[config.mk]
export PLATFORM = sky130hd
export DESIGN_NAME = running_sample_statistics_top_flat
export DESIGN_NICKNAME = d
export VERILOG_FILES = /design/src/hdl/rss_pkg.sv /design/src/hdl/rss_in_if.sv /design/src/hdl/rss_out_if.sv /design/src/hdl/rss_mul.sv /design/src/hdl/rss_div.sv /design/src/hdl/rss_root.sv /design/src/hdl/running_sample_statistics_top.sv /design/src/flat_wrapper.sv
export SDC_FILE = /design/constraint.sdc
export NUM_CORES = 1
export LEC_CHECK = 0
export ABC_AREA = 0
export BUFFER_PORTS_ARGS = -buffer_cell sky130_fd_sc_hd__buf_2
export CORE_MARGIN = 4
export CORE_UTILIZATION = 35
export DETAILED_ROUTE_END_ITERATION = 6
export PLACE_DENSITY = 0.5
export RECOVER_POWER = 25
export SETUP_SLACK_MARGIN = 0.15
export SYNTH_ARGS = -nofsm -noshare
export SYNTH_HDL_FRONTEND = slang
export SYNTH_SLANG_ARGS = --single-unit
[constraint.sdc]
create_clock -name clk -period 7 [get_ports clk]
set_input_delay 0.35 -clock clk [delete_from_list [all_inputs] [get_ports clk]]
set_output_delay 0.35 -clock clk [all_outputs]
set_load 0.005 [all_outputs]
[src/hdl/rss_pkg.sv]
package rss_pkg;

  localparam int SAMPLE_BITS = 16;
  localparam int COUNT_BITS  = 16;

  localparam int SUM_BITS  = SAMPLE_BITS + COUNT_BITS;
  localparam int SQ_BITS   = 2 * SAMPLE_BITS + COUNT_BITS;
  localparam int PROD_BITS = 2 * SAMPLE_BITS;

  // fixed field widths of the channels
  localparam int IN_SAMPLE_W = 16;
  localparam int OUT_W       = 16;
  localparam int VAR_W       = 31;

  localparam int MUL_CNT_W = $clog2(SAMPLE_BITS);
  localparam int DIV_CNT_W = $clog2(2 * SAMPLE_BITS);

  typedef enum logic {
    FUNC_ADD   = 1'b0,
    FUNC_CLEAR = 1'b1
  } func_t;

  typedef enum logic [3:0] {
    ST_IDLE,
    ST_SQUARE,
    ST_ACCUM,
    ST_LAUNCH,
    ST_DIVIDE,
    ST_MEANSQ,
    ST_VAR,
    ST_ROOT,
    ST_DONE
  } state_t;

  typedef struct packed {
    logic [OUT_W-1:0] count;
    logic [OUT_W-1:0] max_value;
    logic [OUT_W-1:0] mean;
    logic [VAR_W-1:0] variance;
    logic [OUT_W-1:0] std_dev;
    logic             empty_res;
    logic             saturated;
  } result_t;

endpackage

[src/hdl/rss_in_if.sv]
interface rss_in_if;
  logic                               valid;
  logic                               ready;
  logic                               func;
  logic [rss_pkg::IN_SAMPLE_W-1:0]    sample;

  modport source(output valid, func, sample, input ready);
  modport sink(input valid, func, sample, output ready);
endinterface

[src/hdl/rss_out_if.sv]
interface rss_out_if;
  logic                          valid;
  logic                          ready;
  logic [rss_pkg::OUT_W-1:0]     count;
  logic [rss_pkg::OUT_W-1:0]     max_value;
  logic [rss_pkg::OUT_W-1:0]     mean;
  logic [rss_pkg::VAR_W-1:0]     variance;
  logic [rss_pkg::OUT_W-1:0]     std_dev;
  logic                          empty_res;
  logic                          saturated;

  modport source(output valid, count, max_value, mean, variance, std_dev, empty_res,
                 saturated, input ready);
  modport sink(input valid, count, max_value, mean, variance, std_dev, empty_res,
               saturated, output ready);
endinterface

[src/hdl/rss_mul.sv]
// Shift-add multiplier, one multiplier bit per cycle.
module rss_mul (
  input  logic                              clk,
  input  logic                              rst,
  input  logic                              start,
  input  logic [rss_pkg::SAMPLE_BITS-1:0]   a,
  input  logic [rss_pkg::SAMPLE_BITS-1:0]   b,
  output logic                              done,
  output logic [rss_pkg::PROD_BITS-1:0]     prod
);

  logic [rss_pkg::PROD_BITS-1:0]   mcand;
  logic [rss_pkg::SAMPLE_BITS-1:0] mplier;
  logic [rss_pkg::MUL_CNT_W-1:0]   cnt;
  logic                            busy;
  logic                            last;

  assign last = (cnt == rss_pkg::MUL_CNT_W'(rss_pkg::SAMPLE_BITS - 1));

  always_ff @(posedge clk) begin
    if (rst) begin
      busy <= 1'b0;
      done <= 1'b0;
      cnt  <= '0;
    end else begin
      done <= busy && last;
      if (start) begin
        busy <= 1'b1;
        cnt  <= '0;
      end else if (busy) begin
        cnt <= cnt + 1'b1;
        if (last) begin
          busy <= 1'b0;
        end
      end
    end
  end

  always_ff @(posedge clk) begin
    if (start) begin
      mcand  <= rss_pkg::PROD_BITS'(a);
      mplier <= b;
      prod   <= '0;
    end else if (busy) begin
      if (mplier[0]) begin
        prod <= prod + mcand;
      end
      mcand  <= mcand << 1;
      mplier <= mplier >> 1;
    end
  end

endmodule

[src/hdl/rss_div.sv]
// Two restoring dividers sharing one divisor, one quotient bit per cycle each.
// Lane a: sum / count (SAMPLE_BITS quotient bits). Lane b: sumsq / count
// (2*SAMPLE_BITS quotient bits). The upper dividend slices are always below
// the count, so they seed the partial remainders directly.
module rss_div (
  input  logic                              clk,
  input  logic                              rst,
  input  logic                              start,
  input  logic [rss_pkg::COUNT_BITS-1:0]    divisor,
  input  logic [rss_pkg::SUM_BITS-1:0]      num_a,
  input  logic [rss_pkg::SQ_BITS-1:0]       num_b,
  output logic                              done,
  output logic [rss_pkg::SAMPLE_BITS-1:0]   quo_a,
  output logic [rss_pkg::PROD_BITS-1:0]     quo_b
);

  localparam int S = rss_pkg::SAMPLE_BITS;
  localparam int C = rss_pkg::COUNT_BITS;

  logic [C-1:0]                  d;
  logic [C-1:0]                  rem_a;
  logic [C-1:0]                  rem_b;
  logic [rss_pkg::DIV_CNT_W-1:0] step;
  logic                          busy;
  logic                          last;
  logic                          run_a;
  logic [C:0]                    trial_a;
  logic [C:0]                    trial_b;
  logic                          ge_a;
  logic                          ge_b;

  assign last    = (step == rss_pkg::DIV_CNT_W'(2 * S - 1));
  assign run_a   = (step < rss_pkg::DIV_CNT_W'(S));
  assign trial_a = {rem_a, quo_a[S-1]};
  assign trial_b = {rem_b, quo_b[2*S-1]};
  assign ge_a    = (trial_a >= {1'b0, d});
  assign ge_b    = (trial_b >= {1'b0, d});

  always_ff @(posedge clk) begin
    if (rst) begin
      busy <= 1'b0;
      done <= 1'b0;
      step <= '0;
    end else begin
      done <= busy && last;
      if (start) begin
        busy <= 1'b1;
        step <= '0;
      end else if (busy) begin
        step <= step + 1'b1;
        if (last) begin
          busy <= 1'b0;
        end
      end
    end
  end

  always_ff @(posedge clk) begin
    if (start) begin
      d     <= divisor;
      rem_a <= num_a[S+C-1:S];
      quo_a <= num_a[S-1:0];
      rem_b <= num_b[2*S+C-1:2*S];
      quo_b <= num_b[2*S-1:0];
    end else if (busy) begin
      if (run_a) begin
        rem_a <= ge_a ? C'(trial_a - {1'b0, d}) : trial_a[C-1:0];
        quo_a <= {quo_a[S-2:0], ge_a};
      end
      rem_b <= ge_b ? C'(trial_b - {1'b0, d}) : trial_b[C-1:0];
      quo_b <= {quo_b[2*S-2:0], ge_b};
    end
  end

endmodule

[src/hdl/rss_root.sv]
// Digit-by-digit integer square root, two radicand bits per cycle.
module rss_root (
  input  logic                              clk,
  input  logic                              rst,
  input  logic                              start,
  input  logic [rss_pkg::PROD_BITS-1:0]     radicand,
  output logic                              done,
  output logic [rss_pkg::SAMPLE_BITS-1:0]   root
);

  localparam int S = rss_pkg::SAMPLE_BITS;

  logic [2*S-1:0]                vs;
  logic [S:0]                    rem;
  logic [rss_pkg::MUL_CNT_W-1:0] cnt;
  logic                          busy;
  logic                          last;
  logic [S+2:0]                  part;
  logic [S+2:0]                  trial;
  logic                          ge;

  assign last  = (cnt == rss_pkg::MUL_CNT_W'(S - 1));
  assign part  = {rem, vs[2*S-1 -: 2]};
  assign trial = {1'b0, root, 2'b01};
  assign ge    = (part >= trial);

  always_ff @(posedge clk) begin
    if (rst) begin
      busy <= 1'b0;
      done <= 1'b0;
      cnt  <= '0;
    end else begin
      done <= busy && last;
      if (start) begin
        busy <= 1'b1;
        cnt  <= '0;
      end else if (busy) begin
        cnt <= cnt + 1'b1;
        if (last) begin
          busy <= 1'b0;
        end
      end
    end
  end

  always_ff @(posedge clk) begin
    if (start) begin
      vs   <= radicand;
      rem  <= '0;
      root <= '0;
    end else if (busy) begin
      // remainder never exceeds twice the partial root, so S+1 bits suffice
      rem  <= ge ? (S+1)'(part - trial) : (S+1)'(part);
      root <= {root[S-2:0], ge};
      vs   <= vs << 2;
    end
  end

endmodule

[src/hdl/running_sample_statistics_top.sv]
// Running sample statistics: count, maximum, floor mean, variance and
// integer standard deviation over the samples added since the last clear.
//
// item channel (valid/ready): func selects add sample or clear; sample is
// the unsigned value to add. One transaction is processed at a time.
// result channel (valid/ready): one transaction per item, holding the
// statistics after that item. empty_res flags a zero count (statistics 0);
// saturated flags that a sample was dropped because the count was full.
//
// An added sample passes through the bit-serial units in turn: a shift-add
// square of the sample, the two-lane restoring divider, a second shift-add
// for mean squared and the digit-by-digit square root. When the count is
// full the square is skipped; when it is zero the result needs no unit.
// item.ready is high only while the sequencer is idle; a finished result
// sits in the output register, so the next item is taken while the receiver
// stalls, and its result waits until that register is free.
// Reset (rst, synchronous) clears all accumulators and drops any pending
// transaction.
module running_sample_statistics_top (
  input  logic        clk,
  input  logic        rst,
  rss_in_if.sink      item,
  rss_out_if.source   result
);

  localparam int S = rss_pkg::SAMPLE_BITS;
  localparam int C = rss_pkg::COUNT_BITS;

  rss_pkg::state_t state;
  rss_pkg::state_t state_next;

  logic [C-1:0]                  sample_count;
  logic [rss_pkg::SUM_BITS-1:0]  running_sum;
  logic [rss_pkg::SQ_BITS-1:0]   running_sum_squares;
  logic [S-1:0]                  largest_sample;
  logic                          overflow_seen;

  logic                          func_q;
  logic [S-1:0]                  sample_q;
  logic [S-1:0]                  sample_in;

  logic                          accept;
  logic                          count_full;
  logic                          is_clear;
  logic                          res_free;

  logic                          in_ready;
  logic                          mul_start;
  logic                          mul_sel_mean;
  logic                          div_start;
  logic                          root_start;
  logic                          acc_en;
  logic                          res_load;

  logic [S-1:0]                  mul_op;
  logic                          mul_done;
  logic [rss_pkg::PROD_BITS-1:0] prod;
  logic                          div_done;
  logic [S-1:0]                  mean_q;
  logic [rss_pkg::PROD_BITS-1:0] msq_q;
  logic                          root_done;
  logic [S-1:0]                  sd_q;

  logic [rss_pkg::PROD_BITS-1:0] var_calc;
  logic [rss_pkg::PROD_BITS-1:0] var_q;

  rss_pkg::result_t              res;
  logic                          res_valid;

  assign sample_in  = S'(item.sample);
  assign accept     = item.valid && item.ready;
  assign count_full = (sample_count == '1);
  assign is_clear   = (item.func == rss_pkg::FUNC_CLEAR);
  assign res_free   = !res_valid || result.ready;
  assign item.ready = in_ready;

  // next state
  always_comb begin
    state_next = state;
    case (state)
      rss_pkg::ST_IDLE: begin
        if (accept) begin
          if (is_clear || count_full) begin
            state_next = rss_pkg::ST_ACCUM;
          end else begin
            state_next = rss_pkg::ST_SQUARE;
          end
        end
      end
      rss_pkg::ST_SQUARE: begin
        if (mul_done) begin
          state_next = rss_pkg::ST_ACCUM;
        end
      end
      rss_pkg::ST_ACCUM: begin
        state_next = rss_pkg::ST_LAUNCH;
      end
      rss_pkg::ST_LAUNCH: begin
        if (sample_count == '0) begin
          state_next = rss_pkg::ST_DONE;
        end else begin
          state_next = rss_pkg::ST_DIVIDE;
        end
      end
      rss_pkg::ST_DIVIDE: begin
        if (div_done) begin
          state_next = rss_pkg::ST_MEANSQ;
        end
      end
      rss_pkg::ST_MEANSQ: begin
        if (mul_done) begin
          state_next = rss_pkg::ST_VAR;
        end
      end
      rss_pkg::ST_VAR: begin
        state_next = rss_pkg::ST_ROOT;
      end
      rss_pkg::ST_ROOT: begin
        if (root_done) begin
          state_next = rss_pkg::ST_DONE;
        end
      end
      rss_pkg::ST_DONE: begin
        if (res_free) begin
          state_next = rss_pkg::ST_IDLE;
        end
      end
      default: begin
        state_next = rss_pkg::ST_IDLE;
      end
    endcase
  end

  // sequencer outputs
  always_comb begin
    in_ready     = 1'b0;
    mul_start    = 1'b0;
    mul_sel_mean = 1'b0;
    div_start    = 1'b0;
    root_start   = 1'b0;
    acc_en       = 1'b0;
    res_load     = 1'b0;
    case (state)
      rss_pkg::ST_IDLE: begin
        in_ready  = 1'b1;
        mul_start = accept && !is_clear && !count_full;
      end
      rss_pkg::ST_ACCUM: begin
        acc_en = 1'b1;
      end
      rss_pkg::ST_LAUNCH: begin
        div_start = (sample_count != '0);
      end
      rss_pkg::ST_DIVIDE: begin
        mul_sel_mean = 1'b1;
        mul_start    = div_done;
      end
      rss_pkg::ST_VAR: begin
        root_start = 1'b1;
      end
      rss_pkg::ST_DONE: begin
        res_load = res_free;
      end
      default: begin
        in_ready = 1'b0;
      end
    endcase
  end

  always_ff @(posedge clk) begin
    if (rst) begin
      state <= rss_pkg::ST_IDLE;
    end else begin
      state <= state_next;
    end
  end

  always_ff @(posedge clk) begin
    if (accept) begin
      func_q   <= item.func;
      sample_q <= sample_in;
    end
  end

  always_ff @(posedge clk) begin
    if (rst) begin
      sample_count        <= '0;
      running_sum         <= '0;
      running_sum_squares <= '0;
      largest_sample      <= '0;
      overflow_seen       <= 1'b0;
    end else if (acc_en) begin
      if (func_q == rss_pkg::FUNC_CLEAR) begin
        sample_count        <= '0;
        running_sum         <= '0;
        running_sum_squares <= '0;
        largest_sample      <= '0;
        overflow_seen       <= 1'b0;
      end else if (count_full) begin
        overflow_seen <= 1'b1;
      end else begin
        sample_count        <= sample_count + 1'b1;
        running_sum         <= running_sum + rss_pkg::SUM_BITS'(sample_q);
        running_sum_squares <= running_sum_squares + rss_pkg::SQ_BITS'(prod);
        if (sample_q > largest_sample) begin
          largest_sample <= sample_q;
        end
      end
    end
  end

  assign mul_op = mul_sel_mean ? mean_q : sample_in;

  rss_mul u_mul (
    .clk   (clk),
    .rst   (rst),
    .start (mul_start),
    .a     (mul_op),
    .b     (mul_op),
    .done  (mul_done),
    .prod  (prod)
  );

  rss_div u_div (
    .clk     (clk),
    .rst     (rst),
    .start   (div_start),
    .divisor (sample_count),
    .num_a   (running_sum),
    .num_b   (running_sum_squares),
    .done    (div_done),
    .quo_a   (mean_q),
    .quo_b   (msq_q)
  );

  // msq_q holds floor(sumsq/n); prod holds mean squared here
  assign var_calc = (msq_q >= prod) ? (msq_q - prod) : '0;

  always_ff @(posedge clk) begin
    if (root_start) begin
      var_q <= var_calc;
    end
  end

  rss_root u_root (
    .clk      (clk),
    .rst      (rst),
    .start    (root_start),
    .radicand (var_calc),
    .done     (root_done),
    .root     (sd_q)
  );

  always_ff @(posedge clk) begin
    if (rst) begin
      res_valid <= 1'b0;
    end else if (res_load) begin
      res_valid <= 1'b1;
    end else if (result.ready) begin
      res_valid <= 1'b0;
    end
  end

  always_ff @(posedge clk) begin
    if (res_load) begin
      res.count     <= rss_pkg::OUT_W'(sample_count);
      res.max_value <= rss_pkg::OUT_W'(largest_sample);
      res.saturated <= overflow_seen;
      if (sample_count == '0) begin
        res.mean      <= '0;
        res.variance  <= '0;
        res.std_dev   <= '0;
        res.empty_res <= 1'b1;
      end else begin
        res.mean      <= rss_pkg::OUT_W'(mean_q);
        res.variance  <= rss_pkg::VAR_W'(var_q);
        res.std_dev   <= rss_pkg::OUT_W'(sd_q);
        res.empty_res <= 1'b0;
      end
    end
  end

  assign result.valid     = res_valid;
  assign result.count     = res.count;
  assign result.max_value = res.max_value;
  assign result.mean      = res.mean;
  assign result.variance  = res.variance;
  assign result.std_dev   = res.std_dev;
  assign result.empty_res = res.empty_res;
  assign result.saturated = res.saturated;

endmodule

[src/flat_wrapper.sv]
// flat-port wrapper written by rule: the top's interface ports become plain ports
module running_sample_statistics_top_flat 
  (clk, rst, item_valid, item_func, item_sample, item_ready, result_valid, result_count, result_max_value, result_mean, result_variance, result_std_dev, result_empty_res, result_saturated, result_ready);
  rss_in_if item_i ();
  rss_out_if result_i ();
  input  logic clk;
  input  logic rst;
  input wire logic [$bits(item_i.valid)-1:0] item_valid;
  input wire logic [$bits(item_i.func)-1:0] item_func;
  input wire logic [$bits(item_i.sample)-1:0] item_sample;
  output wire logic [$bits(item_i.ready)-1:0] item_ready;
  output wire logic [$bits(result_i.valid)-1:0] result_valid;
  output wire logic [$bits(result_i.count)-1:0] result_count;
  output wire logic [$bits(result_i.max_value)-1:0] result_max_value;
  output wire logic [$bits(result_i.mean)-1:0] result_mean;
  output wire logic [$bits(result_i.variance)-1:0] result_variance;
  output wire logic [$bits(result_i.std_dev)-1:0] result_std_dev;
  output wire logic [$bits(result_i.empty_res)-1:0] result_empty_res;
  output wire logic [$bits(result_i.saturated)-1:0] result_saturated;
  input wire logic [$bits(result_i.ready)-1:0] result_ready;
  assign item_i.valid = item_valid;
  assign item_i.func = item_func;
  assign item_i.sample = item_sample;
  assign item_ready = item_i.ready;
  assign result_valid = result_i.valid;
  assign result_count = result_i.count;
  assign result_max_value = result_i.max_value;
  assign result_mean = result_i.mean;
  assign result_variance = result_i.variance;
  assign result_std_dev = result_i.std_dev;
  assign result_empty_res = result_i.empty_res;
  assign result_saturated = result_i.saturated;
  assign result_i.ready = result_ready;
  running_sample_statistics_top u_core (.clk(clk), .rst(rst), .item(item_i), .result(result_i));
endmodule
== Word-level counts from Yosys, hierarchy flattened ==
Cells that the tools add are included.

* Logic and storage cells: 164
* Flip-flop bits (word level): 523

* Add/subtract/negate cells: 11
* Reduce and logical (&&, ||, !) cells: 30
* Mux-type cells: 60
* Order comparisons: 6
* Equality and inequality tests: 19

{| class="wikitable"
|+ Operators by type and width
! cell !! number
|-
| two-way mux 16 bit || 20
|-
| two-way mux 32 bit || 7
|-
| two-way mux 48 bit || 2
|-
| adder 48 x 32 -> 48 bit || 1
|-
| one-hot mux 4 bit (9 select lines) || 1
|-
| >= comparator 17 x 16 -> 1 bit || 2
|-
| adder 32 x 16 -> 32 bit || 1
|-
| adder 32 bit || 1
|-
| >= comparator 32 bit || 1
|-
| subtractor 16 bit || 2
|-
| subtractor 32 bit || 1
|-
| two-way mux 4 bit || 7
|-
| two-way mux 1 bit || 20
|-
| >= comparator 19 x 18 -> 1 bit || 1
|-
| two-way mux 17 bit || 1
|-
| subtractor 17 bit || 1
|-
| adder 16 x 1 -> 16 bit, second input constant || 1
|-
| equality test 16 bit, second input constant || 1
|-
| equality test 4 x 3 -> 1 bit, second input constant || 4
|-
| > comparator 16 bit || 1
|-
| zero test 16 bit || 1
|-
| nonzero test 16 bit || 1
|-
| nonzero test 2 bit || 7
|-
| equality test 4 bit, second input constant || 3
|-
| other kinds (18) || 38
|}

== Logic depth before layout (Yosys ltp) ==
Gate-level depths: netlist of the first run.

* Depth in word-level cells: 7
* Mapped depth: 13
* Gate-level depth less buffers: 12

== Modules after synthesis ==
A second synthesis of the first run with hierarchy kept.

* Cells, all modules: 2854
* Area, all modules: 29236.8 um^2

{| class="wikitable"
|+ Modules (own cells, without submodules)
! module !! times used !! cells an instance !! area each (um^2)
|-
| running_sample_statistics_top || 1 || 1435 || 14306.2
|-
| rss_div || 1 || 553 || 6199.7
|-
| rss_mul || 1 || 514 || 4937.2
|-
| rss_root || 1 || 352 || 3793.6
|}

== Worst setup path after synthesis of the first run ==
Ideal clock, no wire load.

* Kind: register to register
* Start point: register u_core.state[0]
* End point: register u_core.result.count[0] (netlist name)
* Stages on the path, launching flop included: 4
* Slack: 0.966 ns
* Period minus slack after synthesis: 6.034 ns
* Data required time: 6.435 ns
* Arrival: 5.470 ns
* Cells stage by stage: dfxtp_1 > clkbuf_1 > or4b_2 > nor2b_1

* Word-level cells in the longest chain between the ends: 2

{| class="wikitable"
|+ Ends and longest elaborated chain
! what !! RTL line !! text
|-
| from (decl) || running_sample_statistics_top.sv:29 || <nowiki>rss_pkg::state_t state;</nowiki>
|-
| from (signal assigned) || running_sample_statistics_top.sv:172 || <nowiki>state <= rss_pkg::ST_IDLE;</nowiki>
|-
| from (signal assigned) || running_sample_statistics_top.sv:174 || <nowiki>state <= state_next;</nowiki>
|-
| equality test 4 bit || running_sample_statistics_top.sv:143 || <nowiki>case (state)</nowiki>
|-
| two-way mux 1 bit || running_sample_statistics_top.sv:143 ||
|-
| named net u_core.res_load || running_sample_statistics_top.sv:53 || <nowiki>logic res_load;</nowiki>
|}

The timed path passes the listed nets, and every way through them passes these cells.
A chain may end at the register's enable or synchronous reset.

== Final worst setup path of the first run ==
* Start point: register u_core.sample_count[0]
* End point: register u_core.u_div.rem_a[15] (data pin)

* Word-level cells in the longest chain between the ends: 3

{| class="wikitable"
|+ Ends and longest elaborated chain
! what !! RTL line !! text
|-
| from (decl) || running_sample_statistics_top.sv:32 || <nowiki>logic [C-1:0] sample_count;</nowiki>
|-
| from (signal assigned) || running_sample_statistics_top.sv:202 || <nowiki>sample_count <= sample_count + 1'b1;</nowiki>
|-
| nonzero test 16 bit || running_sample_statistics_top.sv:152 || <nowiki>div_start = (sample_count != '0);</nowiki>
|-
| two-way mux 1 bit || running_sample_statistics_top.sv:143 ||
|-
| two-way mux 16 bit || rss_div.sv:59 || <nowiki>if (start) begin</nowiki>
|-
| to (signal assigned) || rss_div.sv:61 || <nowiki>rem_a <= num_a[S+C-1:S];</nowiki>
|-
| to (signal assigned) || rss_div.sv:67 || <nowiki>rem_a <= ge_a ? C'(trial_a - {1'b0, d}) : trial_a[C-1:0];</nowiki>
|-
| to (decl) || rss_div.sv:21 || <nowiki>logic [C-1:0] rem_a;</nowiki>
|}

No other way between the ends.

==> results of run 1 <==
-- layer usage --
layer | global-route usage, % | part of all wire [%]
met2 | 28.9 | 47
met4 | 4.09 | 2.2
met3 | 2.25 | 4.0
met1 | 23.3 | 47
met5 | 0 | 0
-- worst paths after layout --
kind	start	to
worst min register to register	u_core.overflow_seen$_SDFFE_PP0P_	u_core.result.saturated$_DFFE_PP_
worst max register to register	u_core.sample_count[0]$_SDFFE_PP0P_	u_core.u_div.rem_a[15]$_DFFE_PP_
worst min-delay path	rst	u_core.running_sum[0]$_SDFFE_PP0P_
worst max-delay path	u_core.sample_count[0]$_SDFFE_PP0P_	u_core.u_div.rem_a[15]$_DFFE_PP_
-- where the power goes --
| group | switching (uW) | internal, uW | leakage (uW) |
|---|---|---|---|
| clock | 1310 | 1860 | 0.00100 |
| sequential | 210 | 3490 | 0.00458 |
| combinational | 1400 | 929 | 0.00699 |
| total | 2930 | 6280 | 0.0126 |
-- flip-flops by register name (all words and copies together) (netlist names), 5 cells and up --
signal	cells
u_core.u_root.rem	17
u_core.var_q	31
u_core.u_root.root	16
u_core.u_div.rem_a	16
u_core.u_mul.mplier	16
u_core.u_div.d	16
u_core.result.count	16
u_core.u_div.step	5
u_core.result.mean	16
u_core.u_mul.prod	32
u_core.u_div.rem_b	16
u_core.largest_sample	16
u_core.running_sum	32
u_core.result.std_dev	16
u_core.u_mul.mcand	32
u_core.sample_q	16
u_core.u_root.vs	32
u_core.sample_count	16
u_core.result.variance	31
u_core.running_sum_squares	48
u_core.u_div.quo_b	32
u_core.result.max_value	16
u_core.u_div.quo_a	16
-- layout by cell type (no fill, tap or decap), types with 87 or more instances in the layout --
cell,Yosys,layout
edfxtp_1,305,305
xnor2_1,89,89
o21ai_0,122,120
dfxtp_1,218,218
nor2_1,270,269
inv_1,129,129
ha_1,183,183
nand2_1,348,347
a21o_1,87,87
a21oi_1,201,201
-- timing repair --
action                                  CTS  global route
endpoints found under the hold margin    17             0
endpoints found under the setup margin    0             0
hold buffers                             17             0
-- cell families (layout without fill, tap and decap cells) --
| kind of cell | count (synthesis) | after routing | synth area share, % |
|---|---|---|---|
| fa+ha+maj | 189 | 189 | 8.38 |
| xor+xnor | 157 | 157 | 4.78 |
| buf+inv | 255 | 402 | 3.44 |
| simple gates | 979 | 979 | 15.8 |
| compound gates | 737 | 737 | 17.2 |
| flops | 523 | 523 | 47.0 |
| mux | 95 | 95 | 3.38 |
-- through the flow --
| stage | instance area, um2 | total power [uW] | cells | utilization [%] |
|---|---|---|---|---|
| 6_report | 32500 | 9200 | 4142 | 40.2 |
| 2_1_floorplan | 28700 | 5480 | 2935 | - |
| 5_1_grt | 32500 | 9770 | 4142 | 40.2 |
| 3_5_place_dp | 30400 | 6080 | 4014 | 37.6 |
| 4_1_cts | 32600 | 9320 | 4142 | 40.3 |
| 3_3_place_gp | 30400 | 6060 | 4014 | 37.6 |
-- final cells by class --
class / instances / area share (%)
repair buffers: 160 / 2.60
clock buffers: 80 / 5.38
flip-flops and latches: 523 / 41.6
inverters: 131 / 1.52
clock inverters: 31 / 0.847
multi-input cells: 2157 / 44.0
well taps: 1060 / 4.08
-- worst min-delay path: stages --
cell,delay (ns)
buf_2,0.10
buf_4,0.32
nor2_1,0.16
==> key figures, run 1 <==
Status
  – Status: complete, but fails checks
  – Failing checks: max-capacitance violations, max-slew violations

Power
  – Power density over the cells: 283 mW/mm2
  – Worst supply voltage drop on vdd: 199 uV
  – Standby leakage power: 0.0126 uW

Timing
  – Final worst slack: 2.22 ns
  – Fmax: 0.209 GHz
  – Clock tree skew after final layout: 0.0257 ns
  – Number of endpoints with negative hold slack in the final report: 0
  – Total negative slack for setup checks: 0 ns
  – Final count of negative-setup-slack endpoints: 0
  – WHS: 0.356 ns
  – Number of max-slew violations in the final report: 119
  – Transition time at the pin with the least slew margin: 2.35 ns
  – RSZ-0062 raised after global routing: no
  – Minimum clock period after layout: 4.78 ns
  – Relative max-transition margin: -56.5%
  – Final Cycle Share: 68.3%

Floorplan
  – Die boundary width: 295 um
  – Chip height: 295 um
  – Effective utilization at floorplan: 35.5%
  – Total number of placement rows: 104
  – Core ar.: 0.0809 mm2
  – Die area: 0.0868 mm2
  – Ports: 120

Synthesis
  – Synthesized area: 0.0287 mm2
  – Number of flip-flops and latches in the synthesized netlist: 523
  – Number of warning messages in the yosys log: 0
  – Count of distinct cell types in the synthesized netlist: 88
  – Predominant post-synthesis flop cell: edfxtp_1
  – Mapped Avg Cell Area: 9.79 um2
  – Leading cell types by count after synthesis: 348 x nand2_1, 305 x edfxtp_1, 270 x nor2_1
  – Cells after synthesis: 2935
  – Async set-reset flop share out of synthesis: 0%
  – Cell with the most instances after synthesis: nand2_1
  – Nets in the synthesized netlist: 3145
  – Top area cells in the synthesized netlist: edfxtp_1 32%, dfxtp_1 15%, ha_1 8.0%
  – Number of enable-type register cells in the synthesized netlist: 305
  – Share of the synthesized area in the top cell type: 31.9%
  – Most area-hungry cell type in the Yosys netlist: edfxtp_1
  – Register area share after synthesis: 47.0%

Routing
  – DR vias: 21821
  – Iteration count of the initial detailed-routing pass: 7
  – WL/cell: 18.1 um
  – Vias per std cell: 5.27
  – Post-route DRC: 0
  – Number of nets with antenna violations after routing: 0
  – Number of design-rule violations left by the first detailed-router iteration: 1467
  – Wirelength, routed: 74900 um

Finish
  – Area used by multi-input combinational logic: 0.0143 mm2
  – Share of cells above drive strength 1: 7.56%
  – Net count reported at finish: 3242
  – Count of inserted antenna diode cells: 0
  – Register cell area after layout: 0.0135 mm2
  – Synth-to-Final Area Change: 13.1%
  – Number of fillers in the final layout: 8037

Setup path
  – Classification of the worst setup path: reg -> reg
  – Data arrival time at the worst-slack endpoint: 5.16 ns
  – Kind of end point of the critical path: register
  – CP max stage cell: clkbuf_1
  – Required @ worst endpoint: 7.37 ns
  – Slack of the worst reg-to-reg path: 2.22 ns
  – Sort of element at the start of the critical path: register
  – Max stage delay on crit path: 1.55 ns
  – Largest delay share family, worst path: buffers and inverters
  – Critical path fanouts, max: 59
  – Number of buffer and inverter stages on the critical path: 4
  – Count of cell instances traversed by the critical path: 10
  – Cell Chain, Critical Path: inv_1 > ha_1 > nor4b_1 > nand4_1 > clkbuf_1 > nand3b_1 > clkinv_2 > buf_4 > nor2_1 > a32o_1
  – Worst Reg2Reg Path Length in Cells: 10

Global route
  – First-pass GRT wire length: 120000 um
  – Vias in the first global route: 21697
  – Overall track demand over capacity in global routing: 17.1%
  – Maximum number of pins on one net before global-route repair: 84
  – Number of antenna violations at the first check in global routing: 0
  – Sum of overflow across all layers after global routing: 0

Clock tree
  – Clock root buffer: clkbuf_16
  – Clk sinks: 523
  – Skew-Pair Late Insertion Delay: 0.62 ns
  – Post-CTS Setup Bufs: 0
  – H-tree depth: 2
  – Number of instances resized during post-cts repair: 0
  – Total clock buffers created by CTS: 59
  – CTS clk-pin slew, worst paths: 0.06 ns
  – Max Root-Sink Buffers: 3
  – CTS tree: done

Job
  – Count of max-cap constraint violations: 3

Placed design
  – Count of buffers inserted at the top-level ports: 119
  – DP HPWL: 54700 um
  – Placer congestion estimate: 0.835
  – Pre-CTS setup slack: 3.20 ns

Hold path
  – Min-Delay Path Depth: 3
  – Type of the worst min-delay path: in -> reg
No activity file was read; power rests on OpenSTA's default activity.
==> run 2, diff against run 1 <==
==> constraint.sdc (replaced) <==
create_clock -name clk -period 4.56 [get_ports clk]
set_input_delay 0.228 -clock clk [delete_from_list [all_inputs] [get_ports clk]]
set_output_delay 0.228 -clock clk [all_outputs]
set_load 0.005 [all_outputs]
==> key figures, run 2 (synthesis results as in run 1) <==
Routing
  – Wirelength, routed: 76100 um (+1.6%)
  – WL/cell: 18.3 um (+1.3%)
  – Top layer reached by signal wires: met4
  – Routed wl met3: 3190 um (+6.6%)
  – DR vias: 21915 (+0.43%)
  – Number of design-rule violations left by the first detailed-router iteration: 1565 (+6.7%)
  – Met1 layer wirelength in the final routing: 35700 um (+2.2%)
  – Number of nets with antenna violations after routing: 0 (unchanged)
  – Vias per std cell: 5.28 (+0.14%)
  – Routed length on met2: 35700 um (+1.1%)
  – Iteration count of the initial detailed-routing pass: 5 (-2)
  – Post-route DRC: 0 (unchanged)

Global route
  – Vias in the first global route: 21682 (-0.069%)
  – Number of antenna violations at the first check in global routing: 1 (+1)
  – First-pass GRT wire length: 121000 um (+0.85%)
  – Sum of overflow across all layers after global routing: 0 (unchanged)
  – Maximum number of pins on one net before global-route repair: 82 (-2.4%)
  – Overall track demand over capacity in global routing: 17.2% (+0.17 points)

Setup path
  – Sort of element at the start of the critical path: register
  – Worst Reg2Reg Path Length in Cells: 11 (+1)
  – Kind of end point of the critical path: register
  – R2R Path Start: u_core.u_mul.prod[2]$_SDFFE_PP0P_
  – Endpoint of the most critical register-to-register path: u_core.u_root.vs[23]$_DFFE_PP_
  – Classification of the worst setup path: reg -> reg
  – Data arrival time at the worst-slack endpoint: 4.01 ns (-1.15 ns)
  – Critical path fanouts, max: 28 (-53%)
  – Slack of the worst reg-to-reg path: 0.92 ns (-1.30 ns)
  – Required @ worst endpoint: 4.93 ns (-2.44 ns)

Clock tree
  – Clock root buffer: clkbuf_16
  – CTS clk-pin slew, worst paths: 0.06 ns (about the same)
  – CTS Hold Bufs: 17 (unchanged)
  – Post-CTS Setup Bufs: 0 (unchanged)
  – Max Root-Sink Buffers: 3 (unchanged)
  – Skew-Pair Late Insertion Delay: 0.63 ns (about the same)
  – CTS tree: done
  – Total clock buffers created by CTS: 57 (-3.4%)
  – Number of instances resized during post-cts repair: 0 (unchanged)
  – H-tree depth: 2 (unchanged)
  – Clk sinks: 523 (unchanged)

Timing
  – Final Cycle Share: 79.8% (+12 points)
  – Final count of negative-setup-slack endpoints: 0 (unchanged)
  – Clock tree skew after final layout: 0.0235 ns (-0.00219 ns)
  – Minimum clock period after layout: 3.64 ns (-1.14 ns)
  – Number of max-slew violations in the final report: 72 (-39%)
  – Relative max-transition margin: -60.4% (-4.0 points)
  – Transition time at the pin with the least slew margin: 2.41 ns (+0.0594 ns)
  – Total negative slack for setup checks: 0 ns (unchanged)
  – Number of endpoints with negative hold slack in the final report: 0 (unchanged)
  – Fmax: 0.275 GHz (+31%)
  – RSZ-0062 raised after global routing: no

Hold path
  – Hold EP: u_core.state[3]$_SDFFE_PP0P_
  – Beginning of the worst hold path: result_ready
  – Type of the worst min-delay path: in -> reg
  – Min-Delay Path Depth: 4 (+1)

Floorplan
  – Total number of placement rows: 104 (unchanged)
  – Ports: 120 (unchanged)
  – Chip height: 295 um (unchanged)
  – Core ar.: 0.0809 mm2 (unchanged)
  – Die boundary width: 295 um (unchanged)
  – Die area: 0.0868 mm2 (unchanged)
  – Effective utilization at floorplan: 35.5% (unchanged)

Status
  – Failing checks: max-capacitance violations, max-slew violations
  – Status: complete, but fails checks

Finish
  – Most common cell after layout, fill and taps aside: nand2_1
  – Synth-to-Final Area Change: 12.9%
  – Net count reported at finish: 3254 (+0.37%)
  – Non-Filler Instances: 4154 (+0.29%)
  – Share of cells above drive strength 1: 7.44% (-0.12 points)
  – Number of fillers in the final layout: 8024 (-0.16%)
  – Largest register by flop count: u_core.running_sum_squares
  – Most frequent cells in the layout: 347 x nand2_1, 305 x edfxtp_1, 270 x nor2_1
  – Flip-flop count of the largest register after layout: 48 (unchanged)

Placed design
  – Total instance count after detailed placement: 4028 (+0.35%)
  – Count of buffers inserted at the top-level ports: 119 (unchanged)
  – Placer congestion estimate: 0.875 (+4.8%)
  – DP HPWL: 55600 um (+1.6%)

Power
  – Switching component of the power: 4470 uW (+53%)
  – Worst supply voltage drop on vdd: 273 uV (+37%)
  – Sequential share of power: 40.7% (+0.6 points)
  – Power density over the cells: 429 mW/mm2 (+51%)
  – Switch share: 32.1% (+0.35 points)
  – Standby leakage power: 0.0125 uW (-0.21%)
  – Cell-internal power: 9440 uW (+50%)
  – Relative contribution of combinational cells to total power: 25.8% (+0.5 points)
  – Fraction of power consumed by the clock network: 33.5% (-1.0 points)

Job
  – Count of max-cap constraint violations: 2 (-1)
==> run 2: per-layer routing <==
layer  up-vias  GRT usage, %
met2       364          28.9
met1     10582          23.5
met4         0          4.10
met5         -             0
li1      10878             -
met3        91          2.72
==> run 2: worst max path at each step <==
stage	startpoint	to	slack (ns)	cells past startpoint
detailed placement	u_core.u_mul.prod[2]$_SDFFE_PP0P_	u_core.u_root.vs[23]$_DFFE_PP_	0.93	11
global placement	u_core.u_mul.prod[2]$_SDFFE_PP0P_	u_core.u_root.vs[18]$_DFFE_PP_	1.0	11
floorplan	u_core.state[0]$_SDFFE_PP0P_	u_core.result.count[0]$_DFFE_PP_	0.38	3
CTS	u_core.u_mul.prod[2]$_SDFFE_PP0P_	u_core.u_root.vs[23]$_DFFE_PP_	0.92	11
global route	u_core.u_mul.prod[2]$_SDFFE_PP0P_	u_core.u_root.vs[23]$_DFFE_PP_	0.71	11
finish	u_core.u_mul.prod[2]$_SDFFE_PP0P_	u_core.u_root.vs[23]$_DFFE_PP_	0.92	11
==> run 2: final cells by class <==
type	instances	area [um2]	area share [%]
Multi-Input combinational cell	2157	14300	44.1
Clock inverter	35	339	1.04
Tap cell	1060	1330	4.09
Sequential cell	523	13500	41.7
Timing Repair Buffer	174	951	2.93
Antenna cell	3	7.51	0.0231
Clock buffer	71	1520	4.68
Inverter	131	493	1.52
==> run 2: per-stage QoR <==
stage                     worst slack, ns  area, um2  hold WS (ns)  power [uW]  util [%]
after floorplan                     0.383      28700         0.327        8410         -
after global placement              0.996      30500         0.437        9290      37.7
after detailed placement            0.934      30500         0.437        9330      37.7
after CTS                           0.918      32600         0.171       14100      40.2
after global routing                0.708      32400         0.216       14700      40.1
final                               0.921      32500         0.217       13900      40.1
==> run 2: critical path, stage by stage (launching register included) <==
cell      delay [ns]
dfxtp_1         0.37
inv_1           0.09
ha_1            0.34
nor2b_1         0.17
o31a_1          0.28
o31ai_1         0.34
nand2_1         0.16
a31oi_2         0.34
a31oi_1         0.19
o21bai_4        0.63
nor2_1          0.17
mux2_2          0.30
==> run 2: power groups by stage <==
| stage | sequential [uW] | combinational (uW) | clock [uW] |
|---|---|---|---|
| 5_1_grt | 5710 | 4020 | 5010 |
| 3_5_place_dp | 5770 | 3560 | 0 |
| 3_3_place_gp | 5760 | 3530 | 0 |
| 2_1_floorplan | 5620 | 2790 | 0 |
| 4_1_cts | 5670 | 3590 | 4830 |
| 6_report | 5670 | 3580 | 4660 |
==> run 3, diff against run 2 <==
--- a/config.mk
+++ b/config.mk
@@ -5,12 +5,12 @@
 export SDC_FILE = /design/constraint.sdc
 export NUM_CORES = 1
 export LEC_CHECK = 0
-export ABC_AREA = 0
+export ABC_AREA = 1
 export BUFFER_PORTS_ARGS = -buffer_cell sky130_fd_sc_hd__buf_2
 export CORE_MARGIN = 4
 export CORE_UTILIZATION = 35
 export DETAILED_ROUTE_END_ITERATION = 6
-export PLACE_DENSITY = 0.5
+export PLACE_DENSITY = 0.52
 export RECOVER_POWER = 25
 export SETUP_SLACK_MARGIN = 0.15
 export SYNTH_ARGS = -nofsm -noshare
==> constraint.sdc (replaced) <==
create_clock -name clk -period 2.9 [get_ports clk]
set_input_delay 0.145 -clock clk [delete_from_list [all_inputs] [get_ports clk]]
set_output_delay 0.145 -clock clk [all_outputs]
set_load 0.005 [all_outputs]
==> key figures, run 3 <==
Setup path
  – Endpoint of the most critical register-to-register path: u_core.u_div.rem_b[9]$_DFFE_PP_
  – Number of buffer and inverter stages on the critical path: 4 (+3)
  – Sort of element at the start of the critical path: register
  – Data arrival time at the worst-slack endpoint: 3.02 ns (-0.99 ns)
  – CP max stage cell: clkbuf_1
  – Worst Reg2Reg Path Length in Cells: 11 (unchanged)
  – Required @ worst endpoint: 3.31 ns (-1.62 ns)
  – Kind of end point of the critical path: register
  – Critical path fanouts, max: 21 (-25%)
  – Classification of the worst setup path: reg -> reg
  – Slack of the worst reg-to-reg path: 0.29 ns (-0.63 ns)
  – R2R Path Start: u_core.sample_count[0]$_SDFFE_PP0P_
  – Max stage delay on crit path: 0.43 ns (-0.20 ns)
  – Largest delay share family, worst path: buffers and inverters
  – Cell Chain, Critical Path: clkbuf_1 > inv_1 > ha_1 > nand3_1 > nor4_2 > nand2_2 > nand2_4 > buf_4 > buf_4 > nand3_1 > nand2_1

Routing
  – Vias per std cell: 4.91 (-6.9%)
  – Wirelength, routed: 103000 um (+36%)
  – Number of nets with antenna violations after routing: 0 (unchanged)
  – Post-route DRC: 0 (unchanged)
  – WL/cell: 17.3 um (-5.4%)
  – Iteration count of the initial detailed-routing pass: 6 (+1)
  – DR vias: 29284 (+34%)
  – Number of design-rule violations left by the first detailed-router iteration: 2564 (+64%)

Clock tree
  – CTS tree: done
  – Clk sinks: 523 (unchanged)
  – CTS clk-pin slew, worst paths: 0.07 ns (about the same)
  – Skew-Pair Late Insertion Delay: 0.66 ns (+0.03 ns)
  – Max Root-Sink Buffers: 3 (unchanged)
  – Total clock buffers created by CTS: 61 (+7.0%)
  – H-tree depth: 2 (unchanged)
  – Clock root buffer: clkbuf_16

Timing
  – Transition time at the pin with the least slew margin: 1.23 ns (-1.18 ns)
  – Fmax: 0.384 GHz (+40%)
  – Relative max-transition margin: 18.2% (+79 points)
  – Final count of negative-setup-slack endpoints: 0 (unchanged)
  – Clock tree skew after final layout: 0.0354 ns (+0.0119 ns)
  – RSZ-0062 raised after global routing: yes
  – Minimum clock period after layout: 2.61 ns (-1.03 ns)
  – Final Cycle Share: 89.9% (+10 points)
  – Number of max-slew violations in the final report: 0 (-100%)
  – Number of endpoints with negative hold slack in the final report: 0 (unchanged)

Synthesis
  – Async set-reset flop share out of synthesis: 0% (unchanged)
  – Register area share after synthesis: 41.5% (-5.6 points)
  – Synthesized area: 0.0326 mm2 (+13%)
  – Predominant post-synthesis flop cell: edfxtp_1
  – Mapped Avg Cell Area: 7.27 um2 (-26%)
  – Most area-hungry cell type in the Yosys netlist: edfxtp_1
  – Number of enable-type register cells in the synthesized netlist: 305 (unchanged)
  – Count of distinct cell types in the synthesized netlist: 48 (-45%)
  – Leading cell types by count after synthesis: 1487 x nand2_1, 612 x inv_1, 440 x nor2_1
  – Share of the synthesized area in the top cell type: 28.1% (-3.8 points)
  – Number of flip-flops and latches in the synthesized netlist: 523 (unchanged)
  – Nets in the synthesized netlist: 4697 (+49%)
  – Cells after synthesis: 4487 (+53%)
  – Top area cells in the synthesized netlist: edfxtp_1 28%, nand2_1 17%, dfxtp_1 13%
  – Cell with the most instances after synthesis: nand2_1
  – Number of warning messages in the yosys log: 0 (unchanged)

Finish
  – Net count reported at finish: 4879 (+50%)
  – Finished Cell Area: 0.0372 mm2 (+15%)
  – Number of fillers in the final layout: 9723 (+21%)
  – Most frequent cells in the layout: 1484 x nand2_1, 611 x inv_1, 437 x nor2_1
  – Share of cells above drive strength 1: 6.59% (-0.85 points)
  – Most common cell after layout, fill and taps aside: nand2_1
  – Count of inserted antenna diode cells: 0 (-3)
  – Area used by multi-input combinational logic: 0.0162 mm2 (+14%)
  – Largest register by flop count: u_core.running_sum_squares
  – Final core utilization: 40.4% (+0.34 points)
  – Register cell area after layout: 0.0135 mm2 (about the same)
  – Synth-to-Final Area Change: 14.2%
  – Flip-flop count of the largest register after layout: 48 (unchanged)

Global route
  – Sum of overflow across all layers after global routing: 0 (unchanged)
  – Vias in the first global route: 27719 (+28%)
  – Maximum number of pins on one net before global-route repair: 63 (-23%)
  – Overall track demand over capacity in global routing: 20.6% (+3.4 points)
  – First-pass GRT wire length: 160000 um (+33%)
  – Number of antenna violations at the first check in global routing: 2 (+1)

Placed design
  – DP HPWL: 80500 um (+45%)
  – Count of buffers inserted at the top-level ports: 119 (unchanged)
  – Post-placement cell area: 0.0351 mm2 (+15%)
  – Placer congestion estimate: 0.974 (+11%)

Floorplan
  – Die boundary width: 313 um (+6.3%)
  – Total number of placement rows: 111 (+6.7%)
  – Effective utilization at floorplan: 35.4% (-0.10 points)
  – Chip height: 313 um (+6.3%)
  – Die area: 0.0981 mm2 (+13%)
  – Core ar.: 0.0921 mm2 (+14%)
  – Ports: 120 (unchanged)

Job
  – Count of max-cap constraint violations: 0 (-2)

Hold path
  – Hold EP: u_core.state[2]$_SDFFE_PP0P_
  – Beginning of the worst hold path: item_valid
  – Min-Delay Path Depth: 6 (+2)
  – Type of the worst min-delay path: in -> reg

Power
  – Switch share: 36.8% (+4.7 points)
  – Power density over the cells: 675 mW/mm2 (+57%)
  – Relative contribution of combinational cells to total power: 32.5% (+6.7 points)
  – Standby leakage power: 0.0170 uW (+36%)
  – Power Total: 25100 uW (+81%)
  – Sequential share of power: 35.7% (-5.0 points)
  – Worst supply voltage drop on vdd: 494 uV (+81%)
  – Fraction of power consumed by the clock network: 31.8% (-1.7 points)
  – Switching component of the power: 9250 uW (+110%)
  – Cell-internal power: 15900 uW (+68%)

Status
  – Status: complete, no violations
[run 3: cell count changes after synthesis, moves of 51 or more]
cell and delta:
a21o_1 -79, a21oi_1 +89, and2_1 -53, inv_1 +483, mux2i_1 -62, nand2_1 +1139
nand3_1 +222, nor2_1 +170, xnor2_1 -51
[run 3: worst max path at each step]
stage | startpoint | to | slack (ns) | cells past startpoint
3_5_place_dp | u_core.u_div.quo_b[31]$_DFFE_PP_ | u_core.u_div.rem_b[14]$_DFFE_PP_ | 0.12 | 13
3_3_place_gp | u_core.u_div.quo_b[31]$_DFFE_PP_ | u_core.u_div.rem_b[14]$_DFFE_PP_ | 0.17 | 13
5_1_grt | u_core.sample_count[0]$_SDFFE_PP0P_ | u_core.u_div.rem_b[13]$_DFFE_PP_ | 0.08 | 11
2_1_floorplan | u_core.state[1]$_SDFFE_PP0P_ | u_core.result.count[0]$_DFFE_PP_ | -1.23 | 3
6_report | u_core.sample_count[0]$_SDFFE_PP0P_ | u_core.u_div.rem_b[9]$_DFFE_PP_ | 0.29 | 11
4_1_cts | u_core.u_mul.prod[19]$_SDFFE_PP0P_ | u_core.u_root.vs[3]$_DFFE_PP_ | 0.26 | 15
[run 3: per-stage QoR]
stage / hold WS [ns] / TNS [ns] / std cells / worst slack, ns
2_1_floorplan: 0.244 / -119.58 / 4487 / -1.23
3_3_place_gp: 0.364 / 0 / 5829 / 0.170
3_5_place_dp: 0.368 / 0 / 5829 / 0.118
4_1_cts: 0.0241 / 0 / 5964 / 0.262
5_1_grt: 0.0738 / 0 / 5965 / 0.0834
6_report: 0.0957 / 0 / 5965 / 0.293
[run 3: layer usage]
layer / share of wire [%] / track usage (%) / vias up
li1: - / - / 14930
met1: 49 / 29.6 / 13583
met2: 44 / 32.9 / 644
met3: 4.9 / 2.84 / 127
met4: 2.5 / 5.18 / 0
met5: 0 / 0 / -
[run 3: timing repair]
action	4_1_cts	5_1_grt
pin swaps	0	1
hold buffers	19	0
gates resized for setup	1	14
buffers inserted	0	1
hold endpoints to repair	25	0
setup endpoints to repair	2	101
[run 3: tightest hold or removal path, stage by stage]
cell     delay (ns)
buf_2          0.12
inv_1          0.06
nand2_1        0.07
nand4_1        0.16
nand2_1        0.10
a21oi_1        0.06
[run 3: power groups by stage]
stage / registers, uW / clock network [uW] / logic (uW)
finish: 8970 / 7990 / 8150
global route: 9020 / 8540 / 9070
CTS: 8960 / 8220 / 8110
floorplan: 8920 / 0 / 5410
global placement: 9110 / 0 / 8050
detailed placement: 9120 / 0 / 8040
[run 3: layout make-up]
type / count / area share, %
multi-input cells: 3234 / 43.6
flip-flops and latches: 523 / 36.3
inverters: 620 / 6.27
clock buffers: 71 / 4.34
well taps: 1243 / 4.18
repair buffers: 229 / 4.07
clock inverters: 45 / 1.19
[run 3: logic make-up after synthesis]
group,count (synthesis),share of synthesized area [%]
AND/OR/NAND/NOR,2465,31.8
XOR/XNOR,63,1.69
multiplexers,17,0.522
buffers and inverters,730,8.90
AO/OA/AOI/OAI,500,8.18
flip-flops,523,41.5
adder cells (fa/ha/maj),189,7.39
